`src/rtl/core/thsc_pkg.sv`:
```
// Shared types and constants for the touch hold and slide classifier.
// Used by every module of the block; depends on nothing else.
package thsc_pkg;

    // Fixed width of one touch bitmap word
    localparam int TOUCH_W = 8;

    // Sum of touched electrode indices and number of touched electrodes
    localparam int SUM_W   = $clog2(TOUCH_W * (TOUCH_W - 1) / 2 + 1);
    localparam int CNT_W   = $clog2(TOUCH_W + 1);
    localparam int PROD_W  = SUM_W + CNT_W;

    // Parameter defaults
    localparam int ELECTRODES_DEF     = 8;
    localparam int HOLD_SAMPLES_DEF   = 100;
    localparam int GESTURE_WINDOW_DEF = 10;

    typedef enum logic [1:0] {
        GEST_NONE = 2'd0,
        GEST_RISE = 2'd1,
        GEST_FALL = 2'd2,
        GEST_TAP  = 2'd3
    } gesture_t;

    // One processing step handed to the state units
    typedef struct packed {
        logic               en;
        logic [TOUCH_W-1:0] bits;
    } step_t;

endpackage

```
`src/rtl/core/touch_hold_and_slide_classifier.sv`:
```
// An accepted word waits in the input register, then moves to the result register that
// drives out_valid; it stays in the input register while out_stall holds a waiting result.
// Throughput: one word per cycle unless out_stall holds a waiting result; each word
// passes once through the short logic between the input register and the result register.
// Reset: asynchronous, active low; empties both pipeline registers, clears the run counters
// and gesture window, loads centroid zero into the centroid window, sets hold flag and phase.
// Top level; depends on thsc_pkg, thsc_hold and thsc_slide.
module touch_hold_and_slide_classifier
    import thsc_pkg::*;
#(
    parameter int ELECTRODES     = ELECTRODES_DEF,
    parameter int HOLD_SAMPLES   = HOLD_SAMPLES_DEF,
    parameter int GESTURE_WINDOW = GESTURE_WINDOW_DEF
)
(
    input  logic               clk,
    input  logic               rst_n,
    input  logic               in_valid,
    output logic               in_stall,
    input  logic [TOUCH_W-1:0] touch_bits,
    output logic               out_valid,
    input  logic               out_stall,
    output logic               hold,
    output logic [1:0]         gesture
);

    logic               in_vld_reg;
    logic [TOUCH_W-1:0] in_bits_reg;
    logic               out_vld_reg;
    logic               out_hold_reg;
    gesture_t           out_gesture_reg;
    logic               advance;
    logic               accept;
    logic               hold_now;
    gesture_t           slide_gesture;
    step_t              hold_step;
    step_t              slide_step;

    // Move a word to the result register when that register is free or draining
    assign advance  = in_vld_reg && (!out_vld_reg || !out_stall);
    assign in_stall = in_vld_reg && !advance;
    assign accept   = in_valid && !in_stall;

    assign hold_step.en    = advance;
    assign hold_step.bits  = in_bits_reg;
    assign slide_step.en   = advance && !hold_now;
    assign slide_step.bits = in_bits_reg;

    thsc_hold #(
        .ELECTRODES   (ELECTRODES),
        .HOLD_SAMPLES (HOLD_SAMPLES)
    ) u_hold (
        .clk      (clk),
        .rst_n    (rst_n),
        .step     (hold_step),
        .hold_now (hold_now)
    );

    thsc_slide #(
        .ELECTRODES     (ELECTRODES),
        .GESTURE_WINDOW (GESTURE_WINDOW)
    ) u_slide (
        .clk     (clk),
        .rst_n   (rst_n),
        .step    (slide_step),
        .gesture (slide_gesture)
    );

    // Input register
    always_ff @(posedge clk or negedge rst_n)
    begin
        if (!rst_n)
            in_vld_reg <= 1'b0;
        else if (accept)
            in_vld_reg <= 1'b1;
        else if (advance)
            in_vld_reg <= 1'b0;
    end

    always_ff @(posedge clk)
    begin
        if (accept)
            in_bits_reg <= touch_bits;
    end

    // Result register: hold while stalled
    always_ff @(posedge clk or negedge rst_n)
    begin
        if (!rst_n)
            out_vld_reg <= 1'b0;
        else if (advance)
            out_vld_reg <= 1'b1;
        else if (!out_stall)
            out_vld_reg <= 1'b0;
    end

    always_ff @(posedge clk)
    begin
        if (advance)
        begin
            out_hold_reg    <= hold_now;
            out_gesture_reg <= hold_now ? GEST_NONE : slide_gesture;
        end
    end

    assign out_valid = out_vld_reg;
    assign hold      = out_hold_reg;
    assign gesture   = out_gesture_reg;

endmodule

```
`src/rtl/core/thsc_hold.sv`:
```
// Hold detector: per-electrode saturating run counters, evaluated every other word.
// Depends on thsc_pkg.
module thsc_hold
    import thsc_pkg::*;
#(
    parameter int ELECTRODES   = ELECTRODES_DEF,
    parameter int HOLD_SAMPLES = HOLD_SAMPLES_DEF
)
(
    input  logic  clk,
    input  logic  rst_n,
    input  step_t step,
    output logic  hold_now
);

    localparam int RUN_W = $clog2(HOLD_SAMPLES + 1);
    localparam int PAD_W = (ELECTRODES > TOUCH_W) ? ELECTRODES : TOUCH_W;

    logic [RUN_W-1:0] run_reg  [ELECTRODES];
    logic [RUN_W-1:0] run_next [ELECTRODES];
    logic             phase_reg;
    logic             flag_reg;
    logic             any_held;
    logic [PAD_W-1:0] bits_ext;

    // Electrodes past the bitmap width read as untouched
    assign bits_ext = PAD_W'(step.bits);

    // Advance each run counter, clear on release, saturate at the window
    always_comb
    begin
        any_held = 1'b0;
        for (int e = 0; e < ELECTRODES; e++)
        begin
            if (bits_ext[e])
            begin
                if (run_reg[e] < RUN_W'(HOLD_SAMPLES))
                    run_next[e] = run_reg[e] + RUN_W'(1);
                else
                    run_next[e] = run_reg[e];
            end
            else
            begin
                run_next[e] = '0;
            end
            if (run_next[e] >= RUN_W'(HOLD_SAMPLES))
                any_held = 1'b1;
        end
    end

    // Off-phase words keep the last evaluated flag
    assign hold_now = phase_reg ? any_held : flag_reg;

    always_ff @(posedge clk or negedge rst_n)
    begin
        if (!rst_n)
        begin
            phase_reg <= 1'b1;
            flag_reg  <= 1'b1;
            for (int e = 0; e < ELECTRODES; e++)
                run_reg[e] <= '0;
        end
        else if (step.en)
        begin
            phase_reg <= ~phase_reg;
            if (phase_reg)
            begin
                flag_reg <= any_held;
                for (int e = 0; e < ELECTRODES; e++)
                    run_reg[e] <= run_next[e];
            end
        end
    end

endmodule

```
`src/rtl/core/thsc_slide.sv`:
```
// Slide classifier: centroid window, direction compare and running gesture vote.
// Depends on thsc_pkg.
module thsc_slide
    import thsc_pkg::*;
#(
    parameter int ELECTRODES     = ELECTRODES_DEF,
    parameter int GESTURE_WINDOW = GESTURE_WINDOW_DEF
)
(
    input  logic     clk,
    input  logic     rst_n,
    input  step_t    step,
    output gesture_t gesture
);

    localparam int LANES  = (ELECTRODES < TOUCH_W) ? ELECTRODES : TOUCH_W;
    localparam int WIN    = GESTURE_WINDOW;
    localparam int VOTE_W = $clog2(WIN + 1);
    localparam int EMP_W  = $clog2(WIN + 1);

    logic [SUM_W-1:0]  sums_reg  [WIN];
    logic [CNT_W-1:0]  cnts_reg  [WIN];
    gesture_t          hist_reg  [WIN-1];
    logic [EMP_W-1:0]  empty_reg;
    logic [VOTE_W-1:0] votes0_reg;
    logic [VOTE_W-1:0] votes1_reg;
    logic [VOTE_W-1:0] votes2_reg;

    logic [SUM_W-1:0]  sum;
    logic [CNT_W-1:0]  cnt;
    logic [PROD_W-1:0] lhs;
    logic [PROD_W-1:0] rhs;
    logic              dir_ok;
    gesture_t          g_new;
    logic [VOTE_W-1:0] v0;
    logic [VOTE_W-1:0] v1;
    logic [VOTE_W-1:0] v2;
    logic [VOTE_W-1:0] best;
    gesture_t          winner;
    logic [EMP_W-1:0]  empty_next;
    logic [VOTE_W-1:0] votes0_next;
    logic [VOTE_W-1:0] votes1_next;
    logic [VOTE_W-1:0] votes2_next;

    // Index sum and touch count of the new word
    always_comb
    begin
        sum = '0;
        cnt = '0;
        for (int i = 0; i < LANES; i++)
        begin
            if (step.bits[i])
            begin
                sum = sum + SUM_W'(i);
                cnt = cnt + CNT_W'(1);
            end
        end
    end

    // Compare against the oldest centroid by cross-multiplication
    assign lhs    = PROD_W'(sums_reg[0]) * PROD_W'(cnt);
    assign rhs    = PROD_W'(sum) * PROD_W'(cnts_reg[0]);
    assign dir_ok = (cnt != '0) && (empty_reg == '0);

    always_comb
    begin
        g_new = GEST_NONE;
        if (dir_ok && (lhs < rhs))
            g_new = GEST_RISE;
        else if (dir_ok && (lhs > rhs))
            g_new = GEST_FALL;
        else if (step.bits[0])
            g_new = GEST_TAP;
    end

    // Vote over the new gesture plus the stored ones
    assign v0 = votes0_reg + VOTE_W'(g_new == GEST_NONE);
    assign v1 = votes1_reg + VOTE_W'(g_new == GEST_RISE);
    assign v2 = votes2_reg + VOTE_W'(g_new == GEST_FALL);

    always_comb
    begin
        winner = GEST_NONE;
        best   = v0;
        if (best < v1)
        begin
            winner = GEST_RISE;
            best   = v1;
        end
        if (best < v2)
            winner = GEST_FALL;
    end

    assign gesture = (g_new == GEST_TAP) ? GEST_TAP : winner;

    // Running counts: drop the oldest stored entry, add the new one
    assign empty_next  = empty_reg - EMP_W'(cnts_reg[0] == '0) + EMP_W'(cnt == '0);
    assign votes0_next = v0 - VOTE_W'(hist_reg[0] == GEST_NONE);
    assign votes1_next = v1 - VOTE_W'(hist_reg[0] == GEST_RISE);
    assign votes2_next = v2 - VOTE_W'(hist_reg[0] == GEST_FALL);

    // Shift the centroid and gesture windows
    always_ff @(posedge clk or negedge rst_n)
    begin
        if (!rst_n)
        begin
            for (int i = 0; i < WIN; i++)
            begin
                sums_reg[i] <= '0;
                cnts_reg[i] <= CNT_W'(1);
            end
            for (int i = 0; i < WIN - 1; i++)
                hist_reg[i] <= GEST_NONE;
            empty_reg  <= '0;
            votes0_reg <= VOTE_W'(WIN - 1);
            votes1_reg <= '0;
            votes2_reg <= '0;
        end
        else if (step.en)
        begin
            for (int i = 0; i < WIN - 1; i++)
            begin
                sums_reg[i] <= sums_reg[i+1];
                cnts_reg[i] <= cnts_reg[i+1];
            end
            sums_reg[WIN-1] <= sum;
            cnts_reg[WIN-1] <= cnt;
            for (int i = 0; i < WIN - 2; i++)
                hist_reg[i] <= hist_reg[i+1];
            hist_reg[WIN-2] <= g_new;
            empty_reg  <= empty_next;
            votes0_reg <= votes0_next;
            votes1_reg <= votes1_next;
            votes2_reg <= votes2_next;
        end
    end

endmodule

```
`config.mk`:
```
export PLATFORM = sky130hd
export DESIGN_NAME = touch_hold_and_slide_classifier
export DESIGN_NICKNAME = d
export VERILOG_FILES = /design/src/rtl/core/thsc_pkg.sv /design/src/rtl/core/touch_hold_and_slide_classifier.sv /design/src/rtl/core/thsc_hold.sv /design/src/rtl/core/thsc_slide.sv
export SDC_FILE = /design/constraint.sdc
export NUM_CORES = 1
export LEC_CHECK = 0
export ABC_AREA = 1
export BUFFER_PORTS_ARGS = -buffer_cell sky130_fd_sc_hd__buf_2
export CAP_MARGIN = 10
export CORE_ASPECT_RATIO = 0.8
export CORE_UTILIZATION = 64
export DETAILED_ROUTE_END_ITERATION = 6
export GPL_ROUTABILITY_DRIVEN = 0
export PLACE_DENSITY = 0.81
export SLEW_MARGIN = 10
export SYNTH_ARGS = -nofsm -noshare
export SYNTH_HDL_FRONTEND = slang
export SYNTH_HIERARCHICAL = 1
export SYNTH_SLANG_ARGS = --single-unit
```
`constraint.sdc`:
```
create_clock -name clk -period 13 [get_ports clk]
set_clock_uncertainty 0.2 [all_clocks]
set_input_delay 0.65 -clock clk [delete_from_list [all_inputs] [get_ports clk]]
set_output_delay 0.65 -clock clk [all_outputs]
set_load 0.1 [all_outputs]
```
==> summary.txt <==
Place
  • Buffers on Ports: 16
  • Detailed placer's ending HPWL: 15500 um
  • Post-DP Area: approximately 12000 um2

Job
  • Number of max-cap violations: 0

GRT
  • Maximum number of pins on one net before global-route repair: 106
  • Global-route wire length before repair: 38800 um
  • Total routing resource utilization after global routing: 0.259
  • Vias in the first global route: 8670
  • Initial antenna violation count: 0
  • Grt ovf: 0

STA
  • Final setup violating endpoints: 0
  • Max-slew violations: 0
  • Actual transition at the worst max-transition pin: 0.960 ns
  • Highest attainable clock frequency: approximately 0.094 GHz
  • Hold Vio Cnt, Final: 0
  • Accumulated negative setup slack: 0 ns
  • Relative slew slack: 0.360
  • Unrepaired setup endpoints after global routing: no
  • Final worst-path cycle share: 0.819
  • Final period demand of the worst path: 10.65 ns

CTS
  • CTS Root Buffer Type: sky130_fd_sc_hd__clkbuf_16
  • Number of buffers inserted during clock tree synthesis: 17
  • Latest clock arrival within the worst-skew pair: 0.44 ns
  • CTS tree: built
  • CTS clock-pin slew for the worst setup and hold paths: ~0.070 ns
  • Maximum root-to-sink buffer count: 2
  • Number of buffers inserted by post-CTS setup repair: 0
  • Clock tree sinks: 195
  • Number of gates resized after cts: 0
  • Total of hold buffers inserted after clock tree synthesis: 0
  • Max H-tree Level: 4

Logic synthesis
  • Number of enable-type register cells in the synthesized netlist: 11
  • Yosys warns: 6
  • Post-synthesis instance total: 1437
  • Post-Synthesis Net Count: 1541
  • Leading cell type by number of instances after synthesis: sky130_fd_sc_hd__nand2_1
  • Netlist Area Pre-Place: around 12000 um2
  • Proportion of register bits with asynchronous set or reset after synthesis: 0.944
  • Ranking of synthesized cells by area: sky130_fd_sc_hd__dfrtp_1 (37%), sky130_fd_sc_hd__nand2_1 (12%), sky130_fd_sc_hd__ha_1 (8.6%)
  • Proportion of synthesized chip area in sequential cells: 0.430
  • Synthesized area divided by synthesized cell count: 8.01 um2
  • Yosys top cell area share: 0.369
  • FF+latch count, synth: ~200
  • Top FF cell, synth: sky130_fd_sc_hd__dfrtp_1
  • Leading area contributor after synthesis: sky130_fd_sc_hd__dfrtp_1
  • Most numerous cell types in the synthesized netlist: sky130_fd_sc_hd__nand2_1 (377), sky130_fd_sc_hd__inv_1 (189), sky130_fd_sc_hd__dfrtp_1 (170), sky130_fd_sc_hd__o21ai_0 (161), sky130_fd_sc_hd__nor2_1 (98)
  • Cell variety after synth: 48

Worst setup path
  • Cell with the biggest individual delay on the critical path: sky130_fd_sc_hd__edfxtp_1
  • Critical path data arrival time: 10.64 ns
  • Data required time at the worst endpoint: roughly 13 ns
  • Type of destination of the critical path: flop
  • Crit path launch: in_bits_reg[0]$_DFFE_PP_
  • Largest incremental delay on the critical path: 0.58 ns
  • Capturing instance or port of the critical path: gesture[0]$_SDFFCE_PP0P_
  • Cell count of the worst reg-to-reg path: 58
  • Critical R2R Capture: gesture[0]$_SDFFCE_PP0P_
  • Start of the worst register-to-register path: in_bits_reg[0]$_DFFE_PP_
  • Register-to-register setup slack: 2.35 ns
  • Critical path launch point type: flop
  • Worst-path fanout max: 11
  • Path type of the worst setup path: flop to flop

Detailed routing
  • Total number of vias: 9071
  • Final Routed Wirelength: 22300 um
  • First-pass detailed-route iteration total: 7
  • Number of DRC markers after the initial detailed-route iteration: ~630
  • Post-route DRC violation count: 3
  • Via-to-Cell Ratio: ~5.4
  • Post-route antenna net violation count: 0
  • Post-detailed-route wirelength per cell: 13.3 um

Finish
  • Flip-flop count of the largest register, all copies and words added: 56
  • Sequential cell area: roughly 5000 um2
  • Number of inserted diodes: 0
  • Synth-to-layout area growth: 7.48%
  • Final-layout fill cell count: 1352
  • Proportion of layout cells with a drive suffix above 1: 0.0952
  • Area of combinational cells with multiple inputs: 5630 um2
  • Summed area of non-filler cells in the final layout: 12400 um2
  • Final layout net count: about 1500

Pwr
  • Internal power component: about 1500 uW
  • Share of power burned in combinational logic: 0.413
  • Switch Pwr: 1090 uW
  • Max rail drop VDD: around 100 uV
  • Total power density per cell area: between 200 and 250 nW/um2
  • Leak pwr: about 0.0063 uW
  • Clk pwr share: 0.207
  • Fraction of power consumed by sequential logic: 0.380
  • Switching portion of total power: 0.416

Outcome
  • Status: complete, but fails checks
  • Failing checks: design-rule violations

Floorplan
  • Die area: 18500 um2
  • Core Footprint: 17500 um2
  • Die X: about 150 um
  • Die Span Y: 122 um
  • Initial core utilization: 0.658
  • Number of top-level pins: 17
  • Cell Rows: 43

Hold path
  • Class of the tightest hold or removal check: input port to asynchronous set/reset pin
[worst max-delay path, delay by kind of cell, from the launching register on]
kind                       cells  cell delay [ns]
AOI/OAI and AO/OA              9             1.53
and+or+nand+nor               23             2.65
DFF                            1             0.58
buffers and inverters         10             0.69
xor gates and xnor gates       2             0.46
adders and majority gates     14             4.29
[through the flow]
stage                     power, uW  hold WS, ns  utilization  cells  setup slack [ns]
after floorplan                1820        0.154            -   1437              3.33
after global placement         2020        0.254        0.673   1643              2.71
after detailed placement       2080        0.258        0.673   1643              2.42
after CTS                      2640        0.152        0.708   1675              2.36
after global routing           2870        0.167        0.708   1675              1.44
final                          2630        0.101        0.708   1675              2.35
[cell usage in the layout (no fill, tap or decap), drive strengths merged, types with 2 or more instances in the layout]
cell type	n
ha	79
nor2	105
a21oi	35
o21bai	2
or2	8
clkinv	7
nand3b	2
buf	20
o211ai	3
o22ai	7
edfxtp	11
nor3	3
xor2	27
dfstp	14
a211oi	6
nand3	88
o31ai	2
o21ai	168
nand4	19
dfrtp	170
inv	207
xnor2	14
clkbuf	22
a31oi	4
a21o	3
nand2	403
fa	13
[routing by layer]
layer / track usage / routed length [um]
met5: 0 / 0
met4: 0.0867 / 323
met3: 0.0502 / 1040
met2: 0.427 / 10100
met1: 0.345 / 10800
[layout make-up]
type | count | share of cell area
multi-input combinational | 998 | 0.455
inverter | 204 | 0.0622
timing repair buffer | 21 | 0.0102
tap | 225 | 0.0228
clock inverter | 11 | 0.0105
clock buffer | 21 | 0.0390
sequential | 195 | 0.400
[power groups by stage]
stage | clock (uW) | sequential [uW] | combinational, uW
6_report | 543 | 998 | 1090
3_5_place_dp | 0 | 1000 | 1080
5_1_grt | 574 | 1030 | 1270
2_1_floorplan | 0 | 994 | 830
3_3_place_gp | 0 | 998 | 1020
4_1_cts | 555 | 997 | 1090
[kinds of logic (layout without fill, tap and decap cells)]
kind of cell | Yosys count | count (layout) | share of synthesized area
flip-flops | 195 | 195 | 0.430
AND/OR/NAND/NOR | 631 | 631 | 0.240
AO/OA/AOI/OAI | 234 | 234 | 0.108
buffers and inverters | 244 | 257 | 0.0816
adder cells (fa/ha/maj) | 92 | 92 | 0.108
XOR/XNOR | 41 | 41 | 0.0312
[worst min-delay path by stage]
stage | start | to | cells after the start
3_5_place_dp | u_slide/sums_reg[21]$_DFFE_PN0P_ | u_slide/sums_reg[21]$_DFFE_PN0P_ | 2
4_1_cts | rst_n | u_hold/run_reg[10]$_DFFE_PN0P_ | 1
5_1_grt | touch_bits[7] | in_bits_reg[7]$_DFFE_PP_ | 1
3_3_place_gp | u_slide/sums_reg[20]$_DFFE_PN0P_ | u_slide/sums_reg[20]$_DFFE_PN0P_ | 2
2_1_floorplan | rst_n | in_vld_reg$_DFFE_PN0P_ | 0
6_report | rst_n | u_hold/run_reg[9]$_DFFE_PN0P_ | 1
(Power assumes the default switching activity.)
